==> src/hdl/gwm_pkg.sv <==
package gwm_pkg;

    // Pattern bytes with a special meaning.
    localparam logic [7:0] STAR_CODE  = 8'd42;
    localparam logic [7:0] QMARK_CODE = 8'd63;

    // Number of pattern bytes the pattern register holds.
    localparam int CHARS_HELD = 8;

    // Configuration register indexes.
    typedef enum logic [0:0] {
        CFG_PATTERN_CHARS  = 1'b0,
        CFG_PATTERN_LENGTH = 1'b1
    } t_cfg_index;

    // Folds A-Z to lower case and leaves every other byte as it is.
    function automatic logic [7:0] fold_case(input logic [7:0] c);
        logic [7:0] r;
        r = c;
        if (c >= 8'd65 && c <= 8'd90) begin
            r = c + 8'd32;
        end
        return r;
    endfunction

endpackage

==> src/hdl/gwm_step.sv <==
module gwm_step #(
    parameter int NPOS = 8
) (
    input  logic [NPOS:0] i_active,
    input  logic [63:0]   i_pattern,
    input  logic [3:0]    i_len,
    input  logic [7:0]    i_char,
    input  logic          i_has,
    output logic [NPOS:0] o_next,
    output logic          o_matched
);
    import gwm_pkg::*;

    logic [NPOS:0]   pos_mask;
    logic [NPOS:0]   last_pos;
    logic [NPOS-1:0] used;
    logic [NPOS-1:0] is_star;
    logic [NPOS-1:0] hit;
    logic [NPOS:0]   closed;
    logic [NPOS:0]   advanced;
    logic [NPOS:0]   reclosed;
    logic [NPOS:0]   result_set;

    // Decode the position masks from the effective pattern length.
    always_comb begin
        for (int k = 0; k <= NPOS; k++) begin
            pos_mask[k] = (4'(k) <= i_len);
            last_pos[k] = (4'(k) == i_len);
        end
    end

    // Classify each pattern byte against the incoming character.
    always_comb begin
        for (int k = 0; k < NPOS; k++) begin
            used[k]    = (4'(k) < i_len);
            is_star[k] = (i_pattern[8*k +: 8] == STAR_CODE);
            hit[k]     = (i_pattern[8*k +: 8] == QMARK_CODE) ||
                         (fold_case(i_pattern[8*k +: 8]) == fold_case(i_char));
        end
    end

    // Star closure of the stored set: a reachable star also reaches the next position.
    always_comb begin
        closed = i_active & pos_mask;
        for (int k = 0; k < NPOS; k++) begin
            if (used[k] && closed[k] && is_star[k]) begin
                closed[k+1] = 1'b1;
            end
        end
    end

    // Consume one character: a star keeps its position, a hit moves one on.
    always_comb begin
        advanced = '0;
        for (int k = 0; k < NPOS; k++) begin
            if (used[k] && closed[k]) begin
                if (is_star[k]) begin
                    advanced[k] = 1'b1;
                end else if (hit[k]) begin
                    advanced[k+1] = 1'b1;
                end
            end
        end
        advanced = advanced & pos_mask;
    end

    // Star closure again after the character has been consumed.
    always_comb begin
        reclosed = advanced;
        for (int k = 0; k < NPOS; k++) begin
            if (used[k] && reclosed[k] && is_star[k]) begin
                reclosed[k+1] = 1'b1;
            end
        end
    end

    assign result_set = i_has ? reclosed : closed;
    assign o_next     = result_set;
    assign o_matched  = |(result_set & last_pos);

endmodule

==> src/hdl/glob_wildcard_matcher.sv <==
// An accepted item is held in the input register, and the match result of an end
// item is shown from the result register.
// Throughput: one item per cycle unless an end item waits behind a blocked result;
// the active-position update and its star closure settle combinationally between the two registers.
// Reset (synchronous, active low): only pattern position 0 is active, both
// configuration registers are cleared and no item or result is held.
module glob_wildcard_matcher #(
    parameter int PATTERN_LEN = 8
) (
    input  logic        i_clk,
    input  logic        i_rst_n,
    input  logic        i_cfg_wr_en,
    input  logic [0:0]  i_cfg_index,
    input  logic [63:0] i_cfg_data,
    input  logic        i_in_valid,
    output logic        o_in_ready,
    input  logic [7:0]  i_char_code,
    input  logic        i_has_char,
    input  logic        i_end_of_string,
    output logic        o_out_valid,
    input  logic        i_out_ready,
    output logic        o_matched
);
    import gwm_pkg::*;

    // Positions beyond the bytes the pattern register holds are never used.
    localparam int NPOS = (PATTERN_LEN < CHARS_HELD) ? PATTERN_LEN : CHARS_HELD;

    logic [63:0]   r_pattern;
    logic [3:0]    r_len;
    logic [NPOS:0] r_active;
    logic [NPOS:0] n_active;
    logic          r_in_vld;
    logic [7:0]    r_char;
    logic          r_has;
    logic          r_end;
    logic          r_out_vld;
    logic          n_out_vld;
    logic          r_matched;
    logic [3:0]    eff_len;
    logic [NPOS:0] step_next;
    logic          step_matched;
    logic          fire;

    // Configuration registers.
    always_ff @(posedge i_clk) begin
        if (!i_rst_n) begin
            r_pattern <= '0;
            r_len     <= '0;
        end else if (i_cfg_wr_en) begin
            case (t_cfg_index'(i_cfg_index))
                CFG_PATTERN_CHARS:  r_pattern <= i_cfg_data;
                CFG_PATTERN_LENGTH: r_len     <= i_cfg_data[3:0];
                default:            r_len     <= r_len;
            endcase
        end
    end

    assign eff_len = (r_len > 4'(NPOS)) ? 4'(NPOS) : r_len;

    // The held item moves on unless it is an end item and the result is blocked.
    assign fire       = r_in_vld && (!r_end || !r_out_vld || i_out_ready);
    assign o_in_ready = !r_in_vld || fire;

    // Input register.
    always_ff @(posedge i_clk) begin
        if (!i_rst_n) begin
            r_in_vld <= 1'b0;
        end else if (o_in_ready) begin
            r_in_vld <= i_in_valid;
        end
    end

    always_ff @(posedge i_clk) begin
        if (o_in_ready && i_in_valid) begin
            r_char <= i_char_code;
            r_has  <= i_has_char;
            r_end  <= i_end_of_string;
        end
    end

    gwm_step #(
        .NPOS (NPOS)
    ) u_step (
        .i_active  (r_active),
        .i_pattern (r_pattern),
        .i_len     (eff_len),
        .i_char    (r_char),
        .i_has     (r_has),
        .o_next    (step_next),
        .o_matched (step_matched)
    );

    // Active-position update: an end item restarts, an empty item leaves it alone.
    always_comb begin
        n_active = r_active;
        if (fire) begin
            if (r_end) begin
                n_active = (NPOS+1)'(1);
            end else if (r_has) begin
                n_active = step_next;
            end
        end
    end

    always_ff @(posedge i_clk) begin
        if (!i_rst_n) begin
            r_active <= (NPOS+1)'(1);
        end else begin
            r_active <= n_active;
        end
    end

    // Result register.
    always_comb begin
        n_out_vld = r_out_vld && !i_out_ready;
        if (fire && r_end) begin
            n_out_vld = 1'b1;
        end
    end

    always_ff @(posedge i_clk) begin
        if (!i_rst_n) begin
            r_out_vld <= 1'b0;
        end else begin
            r_out_vld <= n_out_vld;
        end
    end

    always_ff @(posedge i_clk) begin
        if (fire && r_end) begin
            r_matched <= step_matched;
        end
    end

    assign o_out_valid = r_out_vld;
    assign o_matched   = r_matched;

endmodule

==> config.mk <==
export PLATFORM = sky130hd
export DESIGN_NAME = glob_wildcard_matcher
export DESIGN_NICKNAME = d
export VERILOG_FILES = /design/src/hdl/gwm_pkg.sv /design/src/hdl/gwm_step.sv /design/src/hdl/glob_wildcard_matcher.sv
export SDC_FILE = /design/constraint.sdc
export NUM_CORES = 1
export LEC_CHECK = 0
export ABC_AREA = 1
export ABC_CLOCK_PERIOD_IN_PS = 2700
export BUFFER_PORTS_ARGS = -buffer_cell sky130_fd_sc_hd__buf_2
export CAP_MARGIN = 0
export CORE_MARGIN = 10
export CORE_UTILIZATION = 42
export DETAILED_ROUTE_END_ITERATION = 7
export SYNTH_ARGS = -nofsm -noshare
export SYNTH_HDL_FRONTEND = slang
export SYNTH_SLANG_ARGS = --single-unit
==> constraint.sdc <==
create_clock -name i_clk -period 2.7 [get_ports i_clk]
set_input_delay 0.54 -clock i_clk [delete_from_list [all_inputs] [get_ports i_clk]]
set_output_delay 0.54 -clock i_clk [all_outputs]
set_load 0.02 [all_outputs]
# Word-level counts from Yosys, hierarchy flattened
# Cells that the tools add are included.
# totals
in_bits	80
wordCells	218
reg_bits	90
output_inout_bits	3
# op_classes
bitwise_logic	4
order_cmp	36
n_reduce_logical	66
addsub	9
n_eq_ne	32
muxes	62
# op_table
op	n
$eq 8x6->1 const B	16
$add 8x6->8 const B	9
$ge 8x7->1 const B	9
$le 8x7->1 const B	9
$mux 8	9
$eq 8x8->1	8
$logic_and 1x1->1	45
$mux 1	41
$and 9x9->9	3
$mux 9	3
$eq 3x4->1 const A	4
$le 3x4->1 const A	4
$lt 3x4->1 const A	4
$mux 2	8
$logic_or 1x1->1	11
$reduce_or 9->1	1
$eq 2x4->1 const A	2
$le 1x4->1 const A	2
$le 2x4->1 const A	2
$lt 1x4->1 const A	2
$lt 2x4->1 const A	2
$reduce_and 2->1	3
$eq 1x4->1 const A	1
$eq 4x4->1 const A	1
other kinds (7)	10

# Logic depth before layout (Yosys ltp)
# depth
word_depth	55
ltp_mapped	30
depth_no_buf	30

# Cells and area by module
# A second synthesis with hierarchy kept.
# hier_totals
cells_unflattened	898
area_unflattened_um2	5964.5
# modules_own_cells
mod	n_inst	area_each_um2	cells_per_inst	seq_area_each_um2
glob_wildcard_matcher	1	3330.7	403	1911.8
gwm_step	1	2633.8	495	0.0

# Worst setup path after synthesis
# Ideal clock, no wire load.
# synth_timing
path_type	reg2reg
startpoint	register r_char[2]
endpoint	register r_matched, in the netlist o_matched (data pin)
period_less_slack_ps	2681
arrival_time_ps	2417
required_time_ps	2436
path_buffers	1
setup_ps	264
path_stages_with_launch	28
path_slack_ps	19
cell_sequence	edfxtp_1 buf_4 clkinv_2 nand2_1 nand2_2 nand3_4 o21ai_2 inv_2 nand3_1 nand2_1 nand3_1 nand2_1 a21boi_1 nand2_1 nand3_1 nand2_1 nand2_1 nand2_1 nand2_1 nand2_1 nand2_1 nand2_1 nand2_1 nand2_1 nand2_1 nand2_2 nand2_1 nand4_1
# synth_via
elab_chain_len	36
word_cells_on_any_way	78
cone_classes	add/sub (1); order compare (2); eq/ne (8); mux (41); bitwise (2); reduce/logical (24)
# synth_lines
item	line_no	rtl
start, declared	glob_wildcard_matcher.sv:34	logic [7:0] r_char;
start signal, assigned	glob_wildcard_matcher.sv:76	r_char <= i_char_code;
$ge 8x7->1 or $le 8x7->1 (tied branches)	gwm_pkg.sv:20	if (c >= 8'd65 && c <= 8'd90) begin
$logic_and 1x1->1	gwm_pkg.sv:20	
$mux 8 *	gwm_pkg.sv:20	
$eq 8x8->1	gwm_step.sv:38	(fold_case(i_pattern[8*k +: 8]) == fold_case(i_char));
$logic_or 1x1->1	gwm_step.sv:37	hit[k] = (i_pattern[8*k +: 8] == QMARK_CODE) ||
$mux 1	gwm_step.sv:59	end else if (hit[k]) begin
$mux 1	gwm_step.sv:57	if (is_star[k]) begin
$mux 2	gwm_step.sv:56	if (used[k] && closed[k]) begin
[... 19 more ...]	-	
$logic_and 1x1->1 (2 in series)	gwm_step.sv:71	if (used[k] && reclosed[k] && is_star[k]) begin
$mux 1	gwm_step.sv:71	
$logic_and 1x1->1 (2 in series)	gwm_step.sv:71	
$mux 1	gwm_step.sv:71	
$mux 9 *	gwm_step.sv:77	assign result_set = i_has ? reclosed : closed;
$and 9x9->9 *	gwm_step.sv:79	assign o_matched = |(result_set & last_pos);
$reduce_or 9->1 *	gwm_step.sv:79	
named net step_matched	glob_wildcard_matcher.sv:42	logic step_matched;
end signal, assigned	glob_wildcard_matcher.sv:132	r_matched <= step_matched;
end, declared	glob_wildcard_matcher.sv:39	logic r_matched;
# The timed path passes the listed nets; every way through them passes the cells marked *.
# A chain may end at the register's enable or synchronous reset.

# Worst setup path after layout
# Same ends and word-level chain as after synthesis.

==> key figures <==
Setup path
  – Slowest CP cell: edfxtp_1
  – Setup crit end kind: register
  – CP cell instances: clkinv_2 > nand2_1 > nand2_2 > nand3_4 > o21ai_4 > buf_6 > buf_4 > buf_4 > xor2_1 > nor4_1 > o21ai_0 > nor2_1 > a21oi_1 > nand2_1 > nand2_1 > nand2_1 > nand2_1 > nand2_2 > nand2_1 > nand4_1
  – Most used cell, CP: nand2_1
  – Worst endpoint required time: 2.81 ns
  – Worst setup SP type: register
  – Worst setup path class: reg2reg
  – Arrival @ worst endpoint: 2.92 ns
  – Crit path max fanout: 3
  – Max stage delay on crit path: 0.44 ns

Synth
  – Post-synth top cells: nand2_1 (124), nor2_1 (110), o21ai_0 (84)
  – Syn Nets: 889
  – Cell Area, Synth: 0.00545 mm²
  – Register bit total from synthesis: 90
  – Synth warn: 0
  – Most used DFF post-synth: dfxtp_1
  – Cell with the most instances after synthesis: nand2_1
  – Seq/Total Area, Yosys: about a third
  – Number of synthesized flops with an enable pin: 11
  – Syn_area_per_cell: 6.81 µm²
  – Post-synth top area cell: dfxtp_1
  – Synth async-reset ratio: 0%
  – Synth area leaders: dfxtp_1 (29%), nand2_1 (8.5%), o21ai_0 (7.7%)
  – Yosys top cell area share: 29.0%
  – Post-synthesis instance total: 800
  – Distinct cell type count after synthesis: 45

Timing
  – Final hold vios: 0
  – Slew @ Worst Pin: approximately 0.59 ns
  – Layout Skew: 0.00594 ns
  – Setup WS post-layout: -0.115 ns
  – Setup TNS: -0.251 ns
  – Final setup fails: 3
  – Final Critical Period: 2.81 ns
  – Slew margin rel.: 60.3%
  – Max-slew violations: 0
  – RSZ-0062 raised after global routing: true
  – Fmax: 355 MHz
  – Period utilization: 104%

Hold path
  – Hold Crit Class: in2reg

Global routing
  – Total global-route track usage: 19.0%
  – Initial antenna violation count: 0
  – First-pass GRT wire length: between 20000 and 30000 µm
  – Number of global-route vias before repair: 5705
  – GR Overflow Total: 0
  – Largest net degree at the start of global routing: 51

Floorplan
  – Rows: approximately 40
  – Die Y: around 130 µm
  – Placeable Area: 0.0127 mm²
  – Die area: approximately 0.018 mm²
  – I/O Pins: 83
  – Starting density of the core: 43.0%
  – Die width: 134 µm

Run status
  – Status: finished, violations left
  – Failing checks: negative setup slack

Clock tree
  – Total CTS buffers: 9
  – CTS tree: yes
  – Root buffer cell: clkbuf_16
  – Clock Path Buffers: 2
  – Worst-path clk slew: 0.07 ns
  – Clk_lat worst skew: 0.36 ns
  – Clock sinks: 90
  – H-tree Lvls: 3

Finish
  – Antenna Cells: 0
  – P&R area growth vs syn: 26.7%
  – Fillers: ~1200
  – Fin util: 54.5%
  – Final #Nets: 1017
  – Share of layout cells above drive strength 1: 24.3%

Drt
  – Post-route ant nets: 0
  – Avg Vias per Cell: 5.34
  – Routed vias: 5905
  – DRC: 0
  – Average wire per cell in the routed design: 15.5 µm
  – DRT iter0 DRCs: 331
  – Drt pass-1 iters: 6
  – Final wirelength: roughly 17000 µm

Placed design
  – RD Place Congestion: ~0.96
  – Dpl hpwl: about 13000 µm
  – IO buf count: 82

Power
  – VDD IR-drop max: 0.377 mV
  – Power per cell area: 516 mW/mm²
  – Leakage power: 0.00302 µW

Run
  – Max-cap violation count: 0
## timing repair
action | in CTS | in global routing
resized for setup | 11 | 28
setup buffers | 3 | 4
setup endpoints to repair | 4 | 7
pin swaps | 13 | 16
hold buffers | 0 | 0
## layout by cell type, fill, tap and decap left out, types with 3 or more instances in the layout
| master | Yosys | routed |
|---|---|---|
| nand2_1 | 124 | 113 |
| nor2_1 | 110 | 106 |
| inv_1 | 83 | 82 |
| o21ai_0 | 84 | 82 |
| buf_2 | 1 | 82 |
| dfxtp_1 | 79 | 75 |
| a21oi_1 | 70 | 70 |
| buf_4 | 2 | 57 |
| nand3_1 | 50 | 42 |
| nand4_1 | 22 | 22 |
| nand2_2 | 10 | 20 |
| nor3_1 | 18 | 18 |
| xor2_1 | 16 | 16 |
| xnor2_1 | 12 | 12 |
| nand3_2 | 3 | 11 |
| edfxtp_1 | 11 | 11 |
| o22ai_1 | 10 | 10 |
| inv_2 | 9 | 10 |
| nor4_1 | 9 | 9 |
| ha_1 | 9 | 9 |
| clkbuf_16 | 0 | 9 |
| nor2_2 | 2 | 6 |
| a221oi_1 | 5 | 5 |
| a31oi_1 | 4 | 4 |
| dfxtp_2 | 0 | 4 |
| nand2_4 | 3 | 3 |
| o41ai_1 | 3 | 3 |
| o21ai_1 | 1 | 3 |
| o221ai_1 | 3 | 3 |
| buf_6 | 0 | 3 |
## through the flow
step | hold slack [ns] | setup slack, ns | cells | total power (µW) | instance area, µm²
final | 0.354 | -0.115 | 1105 | 3570 | 6910
after global routing | 0.349 | -0.381 | 1105 | 3740 | 6910
after CTS | 0.346 | -0.0273 | 1101 | 3570 | 6800
after detailed placement | 0.464 | -0.0994 | 1082 | 2150 | 6400
after global placement | 0.461 | -0.0396 | 1082 | 2140 | 6400
after floorplan | 0.445 | 0.0192 | 800 | 1920 | 5450
## path summary, 6_finish.rpt
kind / from / to / slack [ns] / cells past startpoint
min: i_char_code[0] / r_char[0]$_DFFE_PP_ / 0.35 / 1
max: r_char[2]$_DFFE_PP_ / o_matched$_DFFE_PP_ / -0.11 / 20
max reg2reg: r_char[2]$_DFFE_PP_ / o_matched$_DFFE_PP_ / -0.11 / 20
min reg2reg: r_active[8]$_SDFFE_PN0P_ / r_active[8]$_SDFFE_PN0P_ / 0.48 / 2
## worst max-delay path: cells and delay by family, from the launching register on
family / cells / cell delay, ns
compound gates: 3 / 0.64
buf+inv: 4 / 0.41
simple gates: 12 / 0.93
xor+xnor: 1 / 0.14
flops: 1 / 0.44
## power by group
| group | total, µW | internal, µW | switching, µW |
|---|---|---|---|
| combinational | 639 | 261 | 378 |
| sequential | 1530 | 1440 | 87.8 |
| clock | 1400 | 818 | 583 |
| total | 3570 | 2520 | 1050 |
## kinds of logic (layout without fill, tap and decap cells)
| group | after synthesis | count (layout) | synth area share (%) |
|---|---|---|---|
| AND/OR/NAND/NOR | 358 | 358 | 30.1 |
| AO/OA/AOI/OAI | 193 | 193 | 19.7 |
| buffers and inverters | 122 | 255 | 8.59 |
| flip-flops | 90 | 90 | 35.1 |
| XOR/XNOR | 28 | 28 | 4.50 |
| adder cells (fa/ha/maj) | 9 | 9 | 2.07 |
## layer usage
metal	GRT usage, %	share of wire, %
met1	23.4	45
met2	31.0	46
met3	4.48	5.9
met4	8.22	3.0
met5	0	0
## sequential cells by signal, summed over array words and instances, names as in the netlist
| signal | count |
|---|---|
| r_len | 4 |
| r_active | 9 |
| r_char | 8 |
| r_in_vld | 1 |
| r_pattern | 64 |
| r_has | 1 |
| o_out_valid | 1 |
| o_matched | 1 |
| r_end | 1 |
## area by class of cell
class,instances,area [µm²],share of cell area [%]
multi-input cells,588,3170,45.9
flip-flops and latches,90,1920,27.8
repair buffers,144,912,13.2
inverters,95,363,5.25
clock buffers,9,225,3.26
well taps,172,215,3.12
clock inverters,7,101,1.47
No activity file was read; power rests on OpenSTA's default activity.
